--- src/kch_pkg.sv ---
// shared types, codes and constants of the k-mer count histogram
package kch_pkg;

  // configuration port widths
  localparam int CFG_IDX_W  = 2;
  localparam int CFG_DATA_W = 4;

  // configuration register indexes
  localparam logic [CFG_IDX_W-1:0] CFG_WORD_LENGTH   = 2'd0;
  localparam logic [CFG_IDX_W-1:0] CFG_ALPHABET_MODE = 2'd1;
  localparam logic [CFG_IDX_W-1:0] CFG_FRAME_MODE    = 2'd2;

  // alphabet modes, anything else behaves as codon mode
  localparam logic [1:0] ALPHA_NT = 2'd0;
  localparam logic [1:0] ALPHA_AA = 2'd1;

  // quotient bits removed by the fold, enough for a radix up to 64
  localparam int FOLD_STEPS = 6;

  // widest word span, 64^8 needs 49 bits
  localparam int SPAN_MAX_W = 49;

  typedef enum logic [1:0] {
    REQ_SYMBOL  = 2'd0,
    REQ_READ    = 2'd1,
    REQ_NEW_SEQ = 2'd2,
    REQ_NOP     = 2'd3
  } req_e;

  typedef enum logic [2:0] {
    ST_COUNTED      = 3'd0,
    ST_INCOMPLETE   = 3'd1,
    ST_OUT_OF_FRAME = 3'd2,
    ST_INVALID      = 3'd3,
    ST_TOO_LARGE    = 3'd4,
    ST_READ         = 3'd5
  } status_e;

  // what the staged result carries in its index and count fields
  typedef enum logic [2:0] {
    RES_ZERO  = 3'd0,
    RES_WORD  = 3'd1,
    RES_COUNT = 3'd2,
    RES_RDX   = 3'd3,
    RES_READ  = 3'd4
  } res_sel_e;

  // controller to datapath commands
  typedef struct packed {
    logic     cap;
    logic     clr_we;
    logic     seq_clear;
    logic     sym_advance;
    logic     invalidate;
    logic     rem_load_roll;
    logic     rem_clear;
    logic     reduce_step;
    logic     mul;
    logic     fold_step;
    logic     roll_update;
    logic     rd_word;
    logic     rd_rdx;
    logic     wr_count;
    logic     wr_zero;
    logic     res_load;
    status_e  res_code;
    res_sel_e res_sel;
    logic     out_load;
  } kch_cmd_t;

  // datapath to controller status
  typedef struct packed {
    req_e req;
    logic sym_bad;
    logic roll_lt_span;
    logic rdx_too_large;
    logic step_last;
    logic clr_last;
    logic run_full;
    logic tainted;
    logic out_of_frame;
    logic idx_too_large;
    logic out_free;
  } kch_sts_t;

  // radix to the power k for the given alphabet mode
  function automatic logic [SPAN_MAX_W-1:0] span_of(input logic [1:0] mode,
                                                    input logic [3:0] k);
    logic [5:0]            sh;
    logic [SPAN_MAX_W-1:0] v;
    sh = 6'(k) * 6'd6;
    v  = '0;
    case (mode)
      ALPHA_NT: begin
        v = SPAN_MAX_W'(1) << (6'(k) * 6'd2);
      end
      ALPHA_AA: begin
        case (k)
          4'd0:    v = SPAN_MAX_W'(1);
          4'd1:    v = SPAN_MAX_W'(22);
          4'd2:    v = SPAN_MAX_W'(484);
          4'd3:    v = SPAN_MAX_W'(10648);
          4'd4:    v = SPAN_MAX_W'(234256);
          4'd5:    v = SPAN_MAX_W'(5153632);
          4'd6:    v = SPAN_MAX_W'(113379904);
          4'd7:    v = SPAN_MAX_W'(64'd2494357888);
          4'd8:    v = SPAN_MAX_W'(64'd54875873536);
          default: v = SPAN_MAX_W'(1);
        endcase
      end
      default: begin
        v = SPAN_MAX_W'(1) << sh;
      end
    endcase
    return v;
  endfunction

endpackage

--- src/kch_ctrl.sv ---
// sequencing state machine of the k-mer count histogram
module kch_ctrl (
  input  logic              clk_i,
  input  logic              rst_ni,
  input  logic              in_valid_i,
  output logic              in_ready_o,
  input  kch_pkg::kch_sts_t sts_i,
  output kch_pkg::kch_cmd_t cmd_o
);
  import kch_pkg::*;

  typedef enum logic [10:0] {
    S_CLEAR  = 11'b000_0000_0001,
    S_IDLE   = 11'b000_0000_0010,
    S_DECODE = 11'b000_0000_0100,
    S_REDUCE = 11'b000_0000_1000,
    S_MUL    = 11'b000_0001_0000,
    S_FOLD   = 11'b000_0010_0000,
    S_UPDATE = 11'b000_0100_0000,
    S_CHECK  = 11'b000_1000_0000,
    S_INC    = 11'b001_0000_0000,
    S_RDCLR  = 11'b010_0000_0000,
    S_RESULT = 11'b100_0000_0000
  } state_e;

  state_e state_q, state_d;

  // state register, the table clear runs first after reset
  always_ff @(posedge clk_i or negedge rst_ni) begin
    if (!rst_ni) begin
      state_q <= S_CLEAR;
    end else begin
      state_q <= state_d;
    end
  end

  // next state and commands
  always_comb begin
    state_d        = state_q;
    cmd_o          = '0;
    cmd_o.res_code = ST_INCOMPLETE;
    cmd_o.res_sel  = RES_ZERO;
    in_ready_o     = 1'b0;
    case (state_q)
      S_CLEAR: begin
        cmd_o.clr_we = 1'b1;
        if (sts_i.clr_last) begin
          state_d = S_IDLE;
        end
      end
      S_IDLE: begin
        in_ready_o = 1'b1;
        if (in_valid_i) begin
          cmd_o.cap = 1'b1;
          state_d   = S_DECODE;
        end
      end
      S_DECODE: begin
        case (sts_i.req)
          REQ_SYMBOL: begin
            cmd_o.sym_advance = 1'b1;
            if (sts_i.sym_bad) begin
              cmd_o.invalidate = 1'b1;
              cmd_o.res_load   = 1'b1;
              cmd_o.res_code   = ST_INVALID;
              state_d          = S_RESULT;
            end else if (sts_i.roll_lt_span) begin
              cmd_o.rem_load_roll = 1'b1;
              state_d             = S_MUL;
            end else begin
              cmd_o.rem_clear = 1'b1;
              state_d         = S_REDUCE;
            end
          end
          REQ_READ: begin
            if (sts_i.rdx_too_large) begin
              cmd_o.res_load = 1'b1;
              cmd_o.res_code = ST_TOO_LARGE;
              cmd_o.res_sel  = RES_RDX;
              state_d        = S_RESULT;
            end else begin
              cmd_o.rd_rdx = 1'b1;
              state_d      = S_RDCLR;
            end
          end
          REQ_NEW_SEQ: begin
            cmd_o.seq_clear = 1'b1;
            cmd_o.res_load  = 1'b1;
            state_d         = S_RESULT;
          end
          default: begin
            cmd_o.res_load = 1'b1;
            state_d        = S_RESULT;
          end
        endcase
      end
      S_REDUCE: begin
        cmd_o.reduce_step = 1'b1;
        if (sts_i.step_last) begin
          state_d = S_MUL;
        end
      end
      S_MUL: begin
        cmd_o.mul = 1'b1;
        state_d   = S_FOLD;
      end
      S_FOLD: begin
        cmd_o.fold_step = 1'b1;
        if (sts_i.step_last) begin
          state_d = S_UPDATE;
        end
      end
      S_UPDATE: begin
        cmd_o.roll_update = 1'b1;
        state_d           = S_CHECK;
      end
      S_CHECK: begin
        if (!sts_i.run_full) begin
          cmd_o.res_load = 1'b1;
          cmd_o.res_code = sts_i.tainted ? ST_INVALID : ST_INCOMPLETE;
          state_d        = S_RESULT;
        end else if (sts_i.out_of_frame) begin
          cmd_o.res_load = 1'b1;
          cmd_o.res_code = ST_OUT_OF_FRAME;
          cmd_o.res_sel  = RES_WORD;
          state_d        = S_RESULT;
        end else if (sts_i.idx_too_large) begin
          cmd_o.res_load = 1'b1;
          cmd_o.res_code = ST_TOO_LARGE;
          cmd_o.res_sel  = RES_WORD;
          state_d        = S_RESULT;
        end else begin
          cmd_o.rd_word = 1'b1;
          state_d       = S_INC;
        end
      end
      S_INC: begin
        cmd_o.wr_count = 1'b1;
        cmd_o.res_load = 1'b1;
        cmd_o.res_code = ST_COUNTED;
        cmd_o.res_sel  = RES_COUNT;
        state_d        = S_RESULT;
      end
      S_RDCLR: begin
        cmd_o.wr_zero  = 1'b1;
        cmd_o.res_load = 1'b1;
        cmd_o.res_code = ST_READ;
        cmd_o.res_sel  = RES_READ;
        state_d        = S_RESULT;
      end
      S_RESULT: begin
        if (sts_i.out_free) begin
          cmd_o.out_load = 1'b1;
          state_d        = S_IDLE;
        end
      end
      default: begin
        state_d = S_IDLE;
      end
    endcase
  end

endmodule

--- config.mk ---
export PLATFORM = sky130hd
export DESIGN_NAME = kch_ctrl
export DESIGN_NICKNAME = d
export VERILOG_FILES = /design/src/kch_pkg.sv /design/src/kch_ctrl.sv
export SDC_FILE = /design/constraint.sdc
export NUM_CORES = 1
export LEC_CHECK = 0
export BUFFER_PORTS_ARGS = -buffer_cell sky130_fd_sc_hd__buf_2
export CORE_UTILIZATION = 49
export DETAILED_ROUTE_END_ITERATION = 7
export GPL_ROUTABILITY_DRIVEN = 0
export PLACE_DENSITY = 0.81
export SKIP_CTS_REPAIR_TIMING = 1
export SLEW_MARGIN = 20
export SYNTH_ARGS = -nofsm -noshare
export SYNTH_HDL_FRONTEND = slang
export SYNTH_SLANG_ARGS = --single-unit
export TNS_END_PERCENT = 1
--- constraint.sdc ---
create_clock -name clk_i -period 3.2 [get_ports clk_i]
set_input_delay 0.48 -clock clk_i [delete_from_list [all_inputs] [get_ports clk_i]]
set_output_delay 0.48 -clock clk_i [all_outputs]
set_load 0.02 [all_outputs]
Word level (Yosys, flattened, before mapping). Cells that the tools add are included.

Reductions and logical operators: 3. Eq/ne operators: 18. Multiplexer cells: 50.

Operators by type and width (number): $mux W11 (10); $pmux W11 S10 (1); $pmux W7 S4 (1); $mux W1 (23); $pmux W11 S2 (1); $mux W7 (3); $mux W4 (3); $eq A11 B1 Y1 const B (1); $eq A11 B10 Y1 const B (1); $eq A11 B11 Y1 const B (1); $eq A11 B2 Y1 const B (1); $eq A11 B3 Y1 const B (1); $eq A11 B4 Y1 const B (1); $eq A11 B5 Y1 const B (1); $eq A11 B6 Y1 const B (1); $eq A11 B7 Y1 const B (1); $eq A11 B8 Y1 const B (1); $eq A11 B9 Y1 const B (1); $mux W5 (2); $ne A2 B2 Y1 const B (5); $mux W3 (2); $pmux W3 S2 (1); $reduce_and A5 Y1 (1); $mux W2 (2); 5 further kinds (5).

Register bits: 11. Output and inout port bits: 24. Word-level logic and storage cells: 72. Input port bits: 15.

Longest topological paths before layout.
Word-level depth: 4. Gate-level depth with buffers: 7. Gate-level depth less buffers: 6.

Worst setup path before layout. No wires, ideal clock.

Path kind: reg-to-output. Start point: register state_q[4]. End point: output port cmd_o[5] (netlist name). Cell stages (with the launch flop): 6. Buffers on the path: 1. Data required time: 2.720 ns. Data arrival time: 2.128 ns. Setup slack: 0.592 ns. Cells stage by stage: dfrtp_1 -> buf_6 -> nor4_4 -> nand3_2 -> nor4_1 -> o21bai_1.

RTL lines: start, declared (line kch_ctrl.sv:26) `state_e state_q, state_d;`; start signal, assigned (line kch_ctrl.sv:33) `state_q <= state_d;`; end, declared (line kch_ctrl.sv:8) `output kch_pkg::kch_cmd_t cmd_o`.

==> reports/results.ini <==
[sta]
setup_viol=0
slew_violations=0
maxSlewHeadroom=0.684
fin_setup_tns_ns=0
finClkSkew_ns=0.00677
period_minus_slack_ns=2.81
fmax_mhz=356
hold_viol_final=0
rsz0062_at_grt=no
fin_crit_sh=0.878
worst_pin_slew_ns=0.467

[synth]
synth-edff-count=0
yosys_warnings=0
ys_seq_elements=11
synth.distinct_cells=43
netlist_top_cells_count=dfrtp_1, nor4b_1, inv_1, nand2b_1, nor4_1
synth_area_per_cell_um2=9.70
netlist_area_um2=863
yosys-top-cells-area=dfrtp_1, nor4b_1, nor4_4
syn_inst=89
synth_top_area_frac=0.290
ys_seq_area_frac=0.320
synth_top_area_cell=dfrtp_1
synthArstFlopShare=1.00
ys.flop_type=dfrtp_1
synth_nets=104

[detailed_routing]
vias_per_cell=6.12
final_antenna_net_count=0
wire_per_inst_um=15.1
drt_wl_total_um=2200
first_pass_iters=6
vias=894
drt_iter0_drc=32
drc=0

[finish]
largest_register=state_q
num_antenna_cells=0
nets=146
reg.largest.list=state_q x11
ff_latch_area_um2=277
multi_input_area_um2=553
drive_gt1_frac=0.408
area_growth_pct=26.1
largest_reg_flops=11
fin_area_mm2=0.00109
fill_cells=132

[global_route]
busiest_layer=met2
grtUsageMet1=0.323
track_usage=0.249
grt_pass1_wl_um=3570
grt_pass1_vias=805
grt_max_degree=12
antenna_found_initial=0
grt_use_met2=0.421
grt-ovfl-total=0
grt_use_met3=0.0375

[floorplan]
die_area_mm2=0.00193
rows=14
fp.dieH_um=44.0
core_mm2=0.00158
die_width_um=44.0
initial_core_util=0.548
io_pins=39

[clock_network]
clock-sinks=11
clockRootBuffer=clkbuf_4
htree_levels=1
numCtsBuffers=3
cts.path.max_buffers=2
clk_pin_slew_ns=0.08
clkLatencyLatePin_ns=0.27
cts_tree=done

[critical_path]
worstPathMaxFanout=9
startpoint_type=register
r2r_setup_slack_ns=1.08
cp.arrival_ns=2.33
crit_start=state_q[5]
end_kind=output pin
cp.required_ns=2.72
critical_path_class=register to output pin
reg2reg_from=state_q[1]
reg2reg_to=state_q[1]
ff2ff_path_depth=5

[run]
maxCapViolations=0

[place]
dpl-instance-area_mm2=0.00106
dp_hpwl_um=1680
io_buffer_count=38

[pwr]
p_per_area_mw_per_mm2=488
leakagePower_nw=0.574
peakVddDrop_mv=0.253

[worst_hold_path]
hold_class=primary input to asynchronous set/reset pin

[run_status]
status=completed

==> worst max-delay path by stage <==
stage / to / slack [ns] / cells after the start
floorplan: cmd_o[5] / 0.59 / 5
global placement: cmd_o[6] / 0.75 / 5
detailed placement: cmd_o[6] / 0.71 / 5
CTS: cmd_o[6] / 0.39 / 5
global route: cmd_o[6] / 0.29 / 5
finish: cmd_o[6] / 0.39 / 5
==> metrics by stage <==
step / total power [mW] / utilization / cells / setup WS, ns / hold slack, ns
5_1_grt: 0.567 / 0.690 / 146 / 0.286 / 0.0756
4_1_cts: 0.533 / 0.690 / 146 / 0.395 / 0.0725
3_5_place_dp: 0.432 / 0.674 / 142 / 0.712 / 0.372
3_3_place_gp: 0.425 / 0.674 / 142 / 0.754 / 0.368
6_report: 0.532 / 0.690 / 146 / 0.390 / 0.0611
2_1_floorplan: 0.359 / - / 89 / 0.592 / 0.184
==> routing by layer <==
| metal | vias up | share of wire | wire [um] |
|---|---|---|---|
| li1 | 437 | - | - |
| met1 | 415 | 0.47 | 1030 |
| met2 | 38 | 0.46 | 1010 |
| met3 | 4 | 0.059 | 130 |
| met4 | 0 | 0.013 | 29 |
| met5 | - | 0 | 0 |
==> layout make-up <==
class / instances / area share
Inverter: 6 / 0.0207
Timing Repair Buffer: 38 / 0.175
Sequential cell: 11 / 0.254
Multi-Input combinational cell: 71 / 0.508
Clock buffer: 4 / 0.0241
Tap cell: 16 / 0.0184
==> cell families after synthesis <==
group                  after synthesis  share of synthesized area
AO/OA/AOI/OAI                       12                      0.114
XOR/XNOR                             2                     0.0203
buffers and inverters                7                     0.0391
flip-flops                          11                      0.320
multiplexers                         1                     0.0116
AND/OR/NAND/NOR                     56                      0.494
==> worst max-delay path, stage by stage, from the launching register on <==
cell and delay [ns]:
dfrtp_1 0.48, nor4_4 0.51, nand2_1 0.16, or4b_1 0.56, o311ai_0 0.13, buf_2 0.22
==> power breakdown <==
| part | switching [mW] | internal, mW | leakage [nW] | total [mW] |
|---|---|---|---|---|
| clock | 0.0515 | 0.0483 | 0.0150 | 0.0998 |
| combinational | 0.150 | 0.0994 | 0.413 | 0.249 |
| sequential | 0.0281 | 0.155 | 0.146 | 0.183 |
| total | 0.230 | 0.302 | 0.574 | 0.532 |
==> cell usage in the layout, fill, tap and decap left out, types with 2 or more instances in the layout <==
cell | netlist | routed
nand3_1 | 4 | 4
a21o_1 | 2 | 2
nor4b_1 | 10 | 10
and2_1 | 2 | 2
nand4_1 | 2 | 2
clkbuf_4 | 0 | 3
and3_1 | 3 | 3
buf_2 | 0 | 38
nand2b_1 | 5 | 5
nor2_1 | 4 | 4
nor3_1 | 3 | 3
nor4_4 | 2 | 2
dfrtp_1 | 10 | 10
nand2_1 | 2 | 2
nor4_1 | 5 | 5
inv_1 | 5 | 5
o21ai_0 | 2 | 2
(Power assumes the default switching activity.)
